`config.mk`:
```
export PLATFORM = sky130hd
export DESIGN_NAME = fifo_lifo_queue_core
export DESIGN_NICKNAME = d
export VERILOG_FILES = /design/src/rtl/core/flq_pkg.sv /design/src/rtl/core/flq_ctrl.sv /design/src/rtl/core/flq_datapath.sv /design/src/rtl/core/fifo_lifo_queue_core.sv
export SDC_FILE = /design/constraint.sdc
export NUM_CORES = 1
export LEC_CHECK = 0
export ABC_CLOCK_PERIOD_IN_PS = 4850
export BUFFER_PORTS_ARGS = -buffer_cell sky130_fd_sc_hd__buf_4
export CAP_MARGIN = 20
export CORE_UTILIZATION = 45
export DETAILED_ROUTE_END_ITERATION = 8
export HOLD_SLACK_MARGIN = 0.06
export MAX_ROUTING_LAYER = met4
export SETUP_SLACK_MARGIN = 0.3
export SYNTH_ARGS = -nofsm -noshare
export SYNTH_HDL_FRONTEND = slang
export SYNTH_SLANG_ARGS = --single-unit
```
`constraint.sdc`:
```
create_clock -name clock -period 4.85 [get_ports clock]
set_input_delay 0.97 -clock clock [delete_from_list [all_inputs] [get_ports clock]]
set_output_delay 0.97 -clock clock [all_outputs]
set_load 0.03 [all_outputs]
```
`src/rtl/core/flq_pkg.sv`:
```
// ----------------------------------------------------------------------------
// flq_pkg
// Types and constants shared by the FIFO/LIFO queue controller, datapath and
// top level.
// ----------------------------------------------------------------------------
package flq_pkg;

   localparam int DEPTH_DEF      = 16;
   localparam int DATA_WIDTH_DEF = 32;

   // Widths fixed by the beat format.
   localparam int WORD_W  = 32;
   localparam int COUNT_W = 5;
   // Widest word the store may be built with.
   localparam int WIDE_W  = 64;

   localparam logic MODE_FIFO = 1'b0;
   localparam logic MODE_LIFO = 1'b1;

   typedef enum logic [0:0] {
      CMD_PUSH = 1'b0,
      CMD_POP  = 1'b1
   } cmd_type;

   typedef struct packed {
      cmd_type             cmd;
      logic [WORD_W-1:0]   push_data;
   } req_type;

   typedef struct packed {
      logic [WORD_W-1:0]   pop_data;
      logic                pop_valid;
      logic                push_dropped;
      logic [COUNT_W-1:0]  item_count;
      logic                has_items;
   } rsp_type;

   typedef enum logic [0:0] {
      ST_IDLE,
      ST_RESP
   } state_type;

   typedef enum logic [2:0] {
      OP_IDLE,
      OP_PUSH,
      OP_DROP,
      OP_POP_FIFO,
      OP_POP_LIFO,
      OP_POP_EMPTY
   } op_type;

   // Controller to datapath.
   typedef struct packed {
      op_type op;
   } ctrl_cmd_type;

   // Datapath to controller.
   typedef struct packed {
      logic full;
      logic empty;
   } dp_status_type;

endpackage

```
`src/rtl/core/flq_ctrl.sv`:
```
// ----------------------------------------------------------------------------
// flq_ctrl
// Sequencer for the queue: holds the mode register, decodes each accepted
// beat into a datapath operation and strobes the result in the cycle after.
// ----------------------------------------------------------------------------
module flq_ctrl
   import flq_pkg::*;
(
   input  logic          clock,
   input  logic          reset,
   input  logic          start,
   input  cmd_type       req_cmd,
   input  logic          csr_we,
   input  logic          csr_wdata,
   input  dp_status_type status,
   output ctrl_cmd_type  cmd,
   output logic          busy,
   output logic          rsp_valid
);

   state_type state_ff, state_in;
   logic      mode_ff, mode_in;

   always_ff @(posedge clock) begin
      if (reset) begin
         state_ff <= ST_IDLE;
         mode_ff  <= MODE_FIFO;
      end else begin
         state_ff <= state_in;
         mode_ff  <= mode_in;
      end
   end

   assign mode_in = csr_we ? csr_wdata : mode_ff;

   always_comb begin
      state_in  = state_ff;
      cmd.op    = OP_IDLE;
      busy      = 1'b0;
      rsp_valid = 1'b0;
      case (state_ff)
         ST_IDLE: begin
            if (start) begin
               state_in = ST_RESP;
               if (req_cmd == CMD_PUSH) begin
                  cmd.op = status.full ? OP_DROP : OP_PUSH;
               end else if (status.empty) begin
                  cmd.op = OP_POP_EMPTY;
               end else begin
                  cmd.op = (mode_ff == MODE_LIFO) ? OP_POP_LIFO : OP_POP_FIFO;
               end
            end
         end
         ST_RESP: begin
            // The slot read issued on accept lands now, so the result goes out.
            busy      = 1'b1;
            rsp_valid = 1'b1;
            state_in  = ST_IDLE;
         end
         default: begin
            state_in = ST_IDLE;
         end
      endcase
   end

endmodule

```
`src/rtl/core/flq_datapath.sv`:
```
// ----------------------------------------------------------------------------
// flq_datapath
// Slot ring, oldest-slot pointer, word count and the result registers.
// ----------------------------------------------------------------------------
module flq_datapath
   import flq_pkg::*;
#(
   parameter int DEPTH      = DEPTH_DEF,
   parameter int DATA_WIDTH = DATA_WIDTH_DEF
)
(
   input  logic              clock,
   input  logic              reset,
   input  ctrl_cmd_type      cmd,
   input  logic [WORD_W-1:0] push_data,
   output dp_status_type     status,
   output rsp_type           rsp_item
);

   localparam int IDX_W = (DEPTH > 1) ? $clog2(DEPTH) : 1;
   localparam int CNT_W = $clog2(DEPTH + 1);
   localparam logic [IDX_W:0]   DEPTH_SUM = (IDX_W + 1)'(DEPTH);
   localparam logic [CNT_W-1:0] DEPTH_CNT = CNT_W'(DEPTH);

   logic [DATA_WIDTH-1:0] slot_mem [DEPTH];
   logic [DATA_WIDTH-1:0] rd_data_ff;
   logic [IDX_W-1:0]      oldest_ff, oldest_in;
   logic [CNT_W-1:0]      count_ff, count_in;
   logic                  pop_valid_ff;
   logic                  push_dropped_ff;

   logic [IDX_W-1:0]      push_addr;
   logic [IDX_W-1:0]      newest_addr;
   logic [IDX_W-1:0]      rd_addr;
   logic [WIDE_W-1:0]     push_wide;
   logic [WIDE_W-1:0]     rd_wide;
   logic                  is_pop;

   // Both operands stay below DEPTH, so one compare and subtract wraps the sum.
   function automatic logic [IDX_W-1:0] ring_add(input logic [IDX_W-1:0] base,
                                                 input logic [IDX_W-1:0] offs);
      logic [IDX_W:0] sum;
      sum = {1'b0, base} + {1'b0, offs};
      if (sum >= DEPTH_SUM) begin
         sum = sum - DEPTH_SUM;
      end
      return sum[IDX_W-1:0];
   endfunction

   assign push_addr   = ring_add(oldest_ff, IDX_W'(count_ff));
   assign newest_addr = ring_add(oldest_ff, IDX_W'(count_ff - CNT_W'(1)));
   assign rd_addr     = (cmd.op == OP_POP_LIFO) ? newest_addr : oldest_ff;
   assign is_pop      = (cmd.op == OP_POP_FIFO) || (cmd.op == OP_POP_LIFO);
   assign push_wide   = WIDE_W'(push_data);

   assign status.full  = (count_ff == DEPTH_CNT);
   assign status.empty = (count_ff == '0);

   always_comb begin
      oldest_in = oldest_ff;
      count_in  = count_ff;
      case (cmd.op)
         OP_PUSH: begin
            count_in = count_ff + CNT_W'(1);
         end
         OP_POP_FIFO: begin
            oldest_in = ring_add(oldest_ff, IDX_W'(1));
            count_in  = count_ff - CNT_W'(1);
         end
         OP_POP_LIFO: begin
            count_in = count_ff - CNT_W'(1);
         end
         default: begin
         end
      endcase
   end

   always_ff @(posedge clock) begin
      if (reset) begin
         oldest_ff <= '0;
         count_ff  <= '0;
      end else begin
         oldest_ff <= oldest_in;
         count_ff  <= count_in;
      end
   end

   always_ff @(posedge clock) begin
      if (cmd.op == OP_PUSH) begin
         slot_mem[push_addr] <= push_wide[DATA_WIDTH-1:0];
      end
      if (is_pop) begin
         rd_data_ff <= slot_mem[rd_addr];
      end
   end

   always_ff @(posedge clock) begin
      if (cmd.op != OP_IDLE) begin
         pop_valid_ff    <= is_pop;
         push_dropped_ff <= (cmd.op == OP_DROP);
      end
   end

   assign rd_wide = WIDE_W'(rd_data_ff);

   assign rsp_item.pop_data     = pop_valid_ff ? rd_wide[WORD_W-1:0] : '0;
   assign rsp_item.pop_valid    = pop_valid_ff;
   assign rsp_item.push_dropped = push_dropped_ff;
   assign rsp_item.item_count   = COUNT_W'(count_ff);
   assign rsp_item.has_items    = (count_ff != '0);

endmodule

```
`src/rtl/core/fifo_lifo_queue_core.sv`:
```
// ----------------------------------------------------------------------------
// fifo_lifo_queue_core
// Bounded word store that works as a FIFO queue or a LIFO stack.
// ----------------------------------------------------------------------------
// A beat is accepted when start is high and busy is low; it is a push of
// req_item.push_data or a pop. Each beat gives exactly one result, strobed by
// rsp_valid for a single cycle in the cycle after acceptance, and the receiver
// cannot hold it off. busy is high during that result cycle, so the next beat
// waits until the result is out: the slot memory has a registered read, and
// its data lands in the cycle after the address is formed. csr_wdata written
// with csr_we selects the mode (0 FIFO, 1 LIFO); write it only while no beat
// is outstanding. Words held are kept across a mode change. A pop on an empty
// store returns zero with pop_valid low; a push on a full store is dropped and
// flagged with push_dropped. No clearing pass is needed after reset.
// ----------------------------------------------------------------------------
module fifo_lifo_queue_core
   import flq_pkg::*;
#(
   parameter int DEPTH      = DEPTH_DEF,
   parameter int DATA_WIDTH = DATA_WIDTH_DEF
)
(
   input  logic    clock,
   input  logic    reset,
   input  logic    start,
   output logic    busy,
   input  req_type req_item,
   output logic    rsp_valid,
   output rsp_type rsp_item,
   input  logic    csr_we,
   input  logic    csr_wdata
);

   ctrl_cmd_type  cmd;
   dp_status_type status;

   flq_ctrl u_ctrl (
      .clock     (clock),
      .reset     (reset),
      .start     (start),
      .req_cmd   (req_item.cmd),
      .csr_we    (csr_we),
      .csr_wdata (csr_wdata),
      .status    (status),
      .cmd       (cmd),
      .busy      (busy),
      .rsp_valid (rsp_valid)
   );

   flq_datapath #(
      .DEPTH      (DEPTH),
      .DATA_WIDTH (DATA_WIDTH)
   ) u_datapath (
      .clock     (clock),
      .reset     (reset),
      .cmd       (cmd),
      .push_data (req_item.push_data),
      .status    (status),
      .rsp_item  (rsp_item)
   );

`ifndef SYNTH
   // Every accepted beat produces its result in the very next cycle.
   a_rsp_follows_accept: assert property (@(posedge clock) disable iff (reset)
      (start && !busy) |=> rsp_valid)
      else $error("accepted beat gave no result");

   // A result occupies one cycle only.
   a_single_rsp: assert property (@(posedge clock) disable iff (reset)
      rsp_valid |=> !rsp_valid)
      else $error("result strobed on consecutive cycles");

   // A beat is either a push or a pop, never both outcomes.
   a_flags_exclusive: assert property (@(posedge clock) disable iff (reset)
      rsp_valid |-> !(rsp_item.pop_valid && rsp_item.push_dropped))
      else $error("pop_valid and push_dropped both set");
`endif

endmodule
```
==> results.md, run 1 <==
Timing:
- Headroom to the max-slew limit came out at 0.264.
- Setup violations remaining at the end of the flow were counted as 0.
- The minimum clock period after layout is 3.80 ns.
- Across the routed clock network, the largest skew measured is 0.0207 ns.
- For this run, the top clock speed supported by timing is 0.263 GHz.
- The post-route setup TNS is 0 ns.
- The total count of hold-check failures in the final report is 0.
- The slew at the pin with the worst max-slew slack is 1.10 ns.
- The worst hold slack after final layout is 0.575 ns.
- Setup repair after global routing left no endpoint under its margin.
- Of the available clock period, the critical path in the final layout requires 0.783.
- Once routing completed, OpenROAD measured the worst setup slack at 1.05 ns.
- The final count of pins violating max slew came to 0.

Clock network:
- The clock drives 557 sinks.
- The register clock-pin slew on the reported worst setup and hold paths is 0.06 ns.
- Hold repair after CTS inserted 0 buffers.
- The buffer depth of the longest clock path is 3.
- The clock tree root buffer cell is clkbuf_16.
- At the later pin of the worst-skew pair, clock insertion delay measures 0.62 ns.
- In this run, post-CTS repair resized a total of 0 instances.
- TritonCTS created 58 clock buffers.
- The maximum level of the CTS H-tree is 2.
- Buffers added to address setup during post-CTS repair amount to 0.
- The CTS tree is done.

Route:
- The per-cell routed wire length is 24.4 um.
- The first-iteration detailed-routing DRC count is 1265.
- The routed design has 59100 um of wire.
- After detailed routing, the number of remaining DRC violations is 0.
- The total vias in the final route is 14500.
- In the routed layout, each cell is associated on average with a via count of 5.98.
- The first TritonRoute pass finished after 5 iterations.
- The detail route stage leaves a number of antenna-violating nets equal to 0.

Synth:
- In this run, synthesis inferred 546 flip-flops with an integrated enable.
- The Yosys step of the flow raised 0 warnings.
- After synthesis, the cell types taking the most area are edfxtp_1 (66%), mux2i_1 (5.3%), a211oi_1 (3.9%), nor2b_1 (3.2%), mux2_2 (3.2%).
- Of the synthesized area, sequential elements account for 0.673.
- The number of nets in the synthesized netlist is 1684.
- The cell area after technology mapping is 0.0247 mm2.
- Counting every instance in the synthesized netlist gives 1634.
- In the synthesized netlist the async set-or-reset flop fraction comes to 0.
- In this run the mean area of a mapped cell was 15.1 um2.
- The unique cell type count in the Yosys netlist is 46.
- The synthesis-stage register bit count is 557.
- The share of synthesized area in the top cell type comes to 0.664.
- The most instantiated flip-flop cell in the synthesis netlist is edfxtp_1.
- The cell type with the largest total area after synthesis is edfxtp_1.

Floorplanning:
- The die boundary width is 236 um.
- The starting utilization of the core area is 0.457.
- The core region is 0.0540 mm2.
- The area of the die is 0.0558 mm2.
- The die is 236 um tall.
- The floorplan has 85 rows.
- During I/O placement, the number of pins put on the boundary was 80.

Power:
- The internal portion of the total power is 8.47 mW.
- In this run the power density over the cells is 404 mW/mm2.
- The maximum resistive drop on vdd is 0.274 mV.
- The share of total power dissipated in sequential elements is 0.486.
- The switching part of the total is 0.248.
- Summed over all nets, the switching power comes to 2.79 mW.
- The clock group share of total power is 0.386.
- The leakage power of the design is 8.52 nW.
- Of the total power, combinational logic draws 0.128.

Setup path:
- The start point of the critical path is u_datapath.count_ff[0].
- The data required time of the worst path is 5.26 ns.
- The highest fanout seen on the critical path is 16.
- The setup path with the least slack is of type register to register.
- The cell seen most often among critical-path stages is ha_1.
- On the worst path, the slowest cell contributes a delay of 0.65 ns.
- The startpoint of the most critical register-to-register path is u_datapath.count_ff[0].
- The worst setup path is captured at a register.
- The slowest stage of the critical path is the xor2_4 cell.
- Walking the worst path, the cells encountered are inv_1 -> ha_1 -> xor2_1 -> ha_1 -> a21oi_1 -> a211oi_1 -> o21ai_2 -> xor2_4 -> buf_4 -> o221ai_1 -> o22ai_1.
- The reg2reg setup slack is 1.05 ns.
- The worst setup path is launched from a register.
- The data arrival time of the critical path is 4.21 ns.

Global routing:
- The global routing's busiest layer is met2.
- For met2 alone, demand over resource in global routing was 0.354.
- For this run, global-route usage on met1 was measured as 0.294.
- For met3 alone, demand over resource in global routing was 0.0283.
- After global routing the overflow that remains totals 0.
- The number of antenna violations at the first check in global routing is 0.
- The first global-routing pass estimated 90000 um of wire.
- The number of global-route vias before repair is 14600.
- Entering global routing, the biggest net connects 165 pins.
- The all-layer global routing usage is 0.220.

Finish:
- The final standard cell count with taps included and fillers excluded is 2422.
- The number of nets in the final layout is 1732.
- In the final layout, the share of cells above drive strength 1 is 0.170.
- The library cells used most frequently in the layout, excluding fill and tap cells, are edfxtp_1 (546), a21oi_1 (133), mux2i_1 (130).
- The most frequent standard cell in the layout excluding fill and tap cells is edfxtp_1.
- The area growth from synthesis to final layout is 12.8%.
- The final cell utilization of the core is 0.515.
- The repair_antennas step left the layout with diodes totalling 0.

Run:
- The tool flagged a number of max-cap violations equal to 0.

Placement:
- The worst-case setup slack after placement is 0.996 ns.
- The count of buffers added on input and output ports is 79.
- The weighted congestion reported at the end of routability-driven placement is 0.733.
- Detailed placement finished with a half-perimeter wire length of 29900 um.
- The number of placed instances with taps included is 2318.

Min path:
- The origin of the worst min-delay path is u_ctrl.mode_ff.
- The classification of the worst-slack hold path is register to register.

Outcome:
- The flow ran to the end, and the final reports show no timing, DRC or antenna violations.
worst paths after layout:
kind / endpoint / depth (start not counted)
max: u_datapath.rd_data_ff[29] / 11
min: u_ctrl.mode_ff / 2
max reg2reg: u_datapath.rd_data_ff[29] / 11
min reg2reg: u_ctrl.mode_ff / 2
synthesized netlist by cell type (2+ instances only):
master	count
nor2b_1	128
nand2_1	7
mux2i_1	130
fa_1	2
a21oi_1	133
edfxtp_1	546
ha_1	10
xor2_1	9
dfxtp_1	11
o221ai_1	64
buf_4	3
a211oi_1	129
buf_8	4
clkbuf_1	65
mux2_1	58
and3_1	2
nand4_1	2
mux2_2	70
nor3_1	3
buf_2	43
a31oi_4	3
and2_1	33
xnor2_1	8
nor2_1	32
o22ai_1	96
nand3_1	4
inv_1	9
buf_6	5
buf_12	7
nor4_1	2
worst max-delay path: cells and delay by family (launching register included):
family,cells,cell delay (ns)
buf+inv,2,0.57
compound gates,5,1.04
flops,1,0.47
xor+xnor,2,0.80
fa+ha+maj,2,0.68
layer usage:
| metal | wire length, um | vias up |
|---|---|---|
| li1 | - | 6618 |
| met1 | 27100 | 7444 |
| met2 | 28500 | 335 |
| met3 | 2350 | 96 |
| met4 | 1170 | 0 |
| met5 | 0 | - |
registers in the layout, summed over array words and instances, names as in the netlist:
name,cells
u_ctrl.mode_ff,1
u_ctrl.state_ff,1
u_datapath.count_ff,5
u_datapath.oldest_ff,4
u_datapath.pop_valid_ff,1
u_datapath.push_dropped_ff,1
u_datapath.rd_data_ff,32
u_datapath.slot_mem,512
area by class of cell:
cell class                      count  area, um2
Clock inverter                     31        303
Multi-Input combinational cell    941       7460
Inverter                            9       33.8
Clock buffer                       73       1530
Timing Repair Buffer              115       1030
Fill cell                        4412      26200
Tap cell                          696        871
Sequential cell                   557      16600
kinds of logic (layout without fill, tap and decap cells):
family,count (synthesis),after routing,synth area share
buf+inv,136,228,0.0313
fa+ha+maj,12,12,0.00669
flops,557,557,0.673
compound gates,434,434,0.119
simple gates,219,219,0.0519
mux,259,259,0.112
xor+xnor,17,17,0.00603
stage by stage:
stage,power [mW],area (um2)
after floorplan,6.62,24700
after global placement,6.99,26000
after detailed placement,7.02,26000
after CTS,11.3,27800
after global routing,11.6,27800
final,11.3,27800
power by group through the flow:
stage / clock network (mW) / registers (mW) / logic, mW
6_report: 4.35 / 5.48 / 1.44
4_1_cts: 4.42 / 5.48 / 1.45
2_1_floorplan: 0 / 5.57 / 1.05
3_5_place_dp: 0 / 5.58 / 1.44
5_1_grt: 4.59 / 5.49 / 1.57
3_3_place_gp: 0 / 5.57 / 1.41
Note: power is estimated with default switching activity, not from simulation.
==> inputs of run 2 (changes only) <==
--- a/config.mk
+++ b/config.mk
@@ -5,7 +5,8 @@
 export SDC_FILE = /design/constraint.sdc
 export NUM_CORES = 1
 export LEC_CHECK = 0
-export ABC_CLOCK_PERIOD_IN_PS = 4850
+export ABC_AREA = 1
+export ABC_CLOCK_PERIOD_IN_PS = 4000
 export BUFFER_PORTS_ARGS = -buffer_cell sky130_fd_sc_hd__buf_4
 export CAP_MARGIN = 20
 export CORE_UTILIZATION = 45
==> constraint.sdc (replaced) <==
create_clock -name clock -period 4 [get_ports clock]
set_input_delay 0.8 -clock clock [delete_from_list [all_inputs] [get_ports clock]]
set_output_delay 0.8 -clock clock [all_outputs]
set_load 0.03 [all_outputs]
==> run 2 against run 1 <==
Effect of this change: utilization increased by 0.59 points; count of clock-buffer cells in the layout increased by 1; wire length increased by 5.5%; die area increased by 0.13%; flip-flop and latch count unchanged; combinational power decreased by 17%; power increased by 15%; area after synthesis increased by 0.13%; setup slack got worse by 0.42 ns; cell count increased by 32%; sequential power increased by 20%.
==> results.md, run 2 <==
Outcome:
- The run finished with clean final reports.

Timing:
- The slew at the pin with the worst max-slew slack is 0.862 ns (-0.243 ns).
- The final count of pins violating max slew is 0 (unchanged).
- The maximum clock rate is 0.296 GHz (+13%).
- The minimum clock period after layout was 3.37 ns (-0.425 ns).
- The final period utilization came to 0.843 (+0.0601).
- Setup repair after global routing left no endpoint under its margin.
- The post-route setup TNS is 0 ns (unchanged).
- The clock skew is 0.0171 ns (-0.00365 ns).
- The total count of hold-check failures in the final report came to 0 (unchanged).
- The max-slew headroom at the worst pin is 0.425 (+0.161).
- The final count of negative-setup-slack endpoints was 0 (unchanged).

Synth:
- The cell area after technology mapping is 0.0247 mm2 (+0.13%).
- The share of the synthesized area in compound gates (AO/OA/AOI/OAI) is 0.00557 (-0.113).
- The mean cell area of the mapped netlist is 10.3 um2 (-32%).
- The arithmetic-cell share of the synthesized area counting full adders, half adders and majority gates is 0.00668 (-0.00000881).
- The proportion of register bits with asynchronous set or reset after synthesis is 0 (unchanged).
- The xor and xnor fraction of the mapped netlist area came to 0.00319 (-0.00284).
- The dominant cell by count in the synthesized netlist is nand3_1.
- The gate count after technology mapping is 2394 (+47%).
- The simple-gate portion of the synthesized area was 0.200 (+0.148).
- The share of the synthesized area in the top cell type is 0.663 (-0.000874).
- The synthesis-stage register bit count is 557 (unchanged).
- Sorting the synthesized cells by how often they occur yields nand3_1 (619), inv_1 (570), edfxtp_1 (546).
- Yosys attributes the largest share of cell area to edfxtp_1 (66%), nand3_1 (13%), inv_1 (8.7%), nand2_1 (6.6%), buf_2 (1.8%).
- The synthesis warning total is 0 (unchanged).
- The cell type with the largest total area after synthesis is edfxtp_1.
- By area, the combinational part of the netlist is dominated by simple AND/OR/NAND/NOR gates.
- The unique cell type count in the Yosys netlist came to 31 (-33%).
- The multiplexer fraction of the synthesized cell area is 0 (-0.112).
- The sequential fraction of the synthesis area is 0.672 (-0.000886).
- The number of enable flip-flop cells after synthesis is 546 (unchanged).
- Among all flip-flop cells after synthesis, the most frequent one is edfxtp_1.
- The number of nets in the synthesized netlist is 2444 (+45%).

Global routing:
- The number of antenna violations at the first check in global routing is 0 (unchanged).
- The number of global-route vias before repair was 16300 (+11%).
- The maximum number of pins on one net before global-route repair is 129 (-22%).
- The overall overflow remaining after global route is 0 (unchanged).
- The all-layer global routing usage came to 0.235 (+0.0150).
- The global-route wire length before repair was 97300 um (+8.1%).

Finish:
- The final cell utilization of the core is 0.521 (+0.00588).
- The share of final-layout standard cells stronger than drive strength 1 is 0.0984 (-0.0714).
- The total of fill cells in the finished design came to 4750 (+7.7%).
- The flip-flop count of the largest register, all copies and words added is 512 (unchanged).
- Leaving out fill and tap cells, the most frequent cell in the layout is nand3_1.
- Ranked by flip-flop count, first place goes to u_datapath.slot_mem.
- The count of antenna diodes in the layout is 0 (unchanged).
- The number of nets in the final layout is 2516 (+45%).
- In the layout the commonest cells are nand3_1 (619), inv_1 (569), edfxtp_1 (546).
- The final standard cell count with taps included and fillers excluded was 3207 (+32%).
- The area growth from synthesis to final layout is 13.9%.
- The largest registers in the layout are u_datapath.slot_mem (512), u_datapath.rd_data_ff (32), u_datapath.count_ff (5).

Floorplanning:
- The area of the die is 0.0559 mm2 (+0.13%).
- The number of I/O pins is 80 (unchanged).
- The count of standard-cell rows is 85 (unchanged).
- The total core area is 0.0540 mm2 (unchanged).
- The die extent in y is 236 um (about the same).
- The die boundary width came to 236 um (about the same).
- The starting utilization of the core area came to 0.458 (+0.000602).

Clock network:
- The clock buffer count from CTS came to 57 (-1.7%).
- TritonCTS built the clock tree.
- The post-CTS setup buffer count is 0 (unchanged).
- The clock latency at the later pin of the worst-skew pair is 0.62 ns (about the same).
- The number of cells upsized or downsized after cts came to 0 (unchanged).
- The maximum level of the CTS H-tree is 2 (unchanged).
- The total of hold buffers inserted after clock tree synthesis was 0 (unchanged).
- The register clock-pin slew on the reported worst setup and hold paths was 0.06 ns (about the same).
- The TritonCTS sink count is 557 (unchanged).
- The tree is rooted in a clkbuf_16.
- The buffer depth of the longest clock path is 3 (unchanged).

Setup path:
- The highest fanout seen on the critical path is 13 (-3).
- The type of the worst setup path is register to register.
- The data arrival time of the critical path came to 3.85 ns (-0.36 ns).
- The critical-path cell with the highest stage delay is inv_1.
- The reg2reg setup slack came to 0.63 ns (-0.42 ns).
- The delay of the slowest cell on the worst path was 0.64 ns (about the same).
- The data required time of the worst path is 4.47 ns (-0.79 ns).
- The critical path ends at u_datapath.rd_data_ff[29].
- The depth of the worst register-to-register path is 12 (+1).
- The start point of the critical path is u_datapath.count_ff[0].
- STA classifies the critical path startpoint as a register.
- The critical path capture point type is a register.
- The worst register-to-register path begins at u_datapath.count_ff[0].
- The cell seen most often among critical-path stages is nand3_1.
- Walking the worst path, the cells encountered are inv_1 -> ha_1 -> xor2_1 -> ha_1 -> nand3_1 -> nand3_1 -> xor2_1 -> o21ai_0 -> nand2_2 -> inv_1 -> nand3_1 -> nand2_1.
- The capture instance of the worst register-to-register path is u_datapath.rd_data_ff[29].

Route:
- The DRC violations left is 0 (unchanged).
- The number of vias per cell is 5.22 (-13%).
- The post-detailed-routing wire length is 62400 um (+5.5%).
- The number of routed nets with antenna violations was 0 (unchanged).
- The first-iteration detailed-routing DRC count is 1349 (+6.6%).
- The per-cell routed wire length is 19.5 um (-20%).
- The number of optimization iterations in the first detailed-route pass is 5 (unchanged).
- The total vias in the final route is 16700 (+16%).

Placement:
- The number of placed instances with taps included is 3103 (+34%).
- The weighted congestion reported at the end of routability-driven placement is 0.810 (+11%).
- The HPWL after detailed placement is 34900 um (+17%).
- The number of port buffers is 79 (unchanged).

Power:
- The power per cell area was 458 mW/mm2 (+13%).
- The total power of the final layout came to 12.9 mW (+15%).
- The maximum resistive drop on vdd is 0.285 mV (+3.8%).
- The leakage power of the design is 12.2 nW (+43%).

Min path:
- The classification of the worst-slack hold path is input pin to register.
- The origin of the worst min-delay path is reset.

Run:
- The max-capacitance violation count was 0 (unchanged).
[run 2: layer usage]
metal	global-route usage	wire (um)
met1	0.311	26500
met2	0.372	29900
met3	0.0366	4170
met4	0.0740	1820
met5	-	0
[run 2: worst min-delay path by stage]
stage | cells past startpoint | end
after floorplan | 2 | u_datapath.oldest_ff[3]
after global placement | 2 | u_datapath.oldest_ff[3]
after detailed placement | 2 | u_datapath.oldest_ff[3]
after CTS | 2 | u_ctrl.state_ff
after global routing | 2 | u_ctrl.state_ff
final | 2 | u_ctrl.state_ff
[run 2: per-stage QoR]
stage / hold slack, ns / instance area (um2) / worst slack [ns]
after floorplan: 0.481 / 24700 / 0.490
after global placement: 0.496 / 26400 / 0.690
after detailed placement: 0.512 / 26400 / 0.617
after CTS: 0.360 / 28200 / 0.597
after global routing: 0.368 / 28200 / 0.426
final: 0.393 / 28200 / 0.626
[run 2: worst max-delay path, delay by kind of cell, from the launching register on]
| family | cells | cell delay (ns) |
|---|---|---|
| adders and majority gates | 2 | 0.58 |
| xor gates and xnor gates | 2 | 0.42 |
| buffers and inverters | 2 | 0.81 |
| and+or+nand+nor | 5 | 0.79 |
| AOI/OAI and AO/OA | 1 | 0.20 |
| DFF | 1 | 0.43 |
[run 2: layout make-up]
class,instances,area [um2],area share
clock buffer,74,1510,0.0537
clock inverter,30,268,0.00951
inverter,572,2150,0.0763
multi-input combinational,1140,5500,0.195
sequential,557,16600,0.590
tap,696,871,0.0309
timing repair buffer,138,1250,0.0443
[run 2: cells by family (layout without fill, tap and decap cells)]
kind of cell	count (synthesis)	count (layout)
simple gates	1093	1093
fa+ha+maj	12	12
compound gates	26	26
buf+inv	697	814
xor+xnor	9	9
flops	557	557
[run 2: report_power, final]
| group | internal, mW | leakage [nW] | switching [mW] |
|---|---|---|---|
| combinational | 0.356 | 6.34 | 0.840 |
| clock | 2.91 | 0.862 | 2.21 |
| sequential | 6.54 | 5.01 | 0.0523 |
| total | 9.81 | 12.2 | 3.11 |
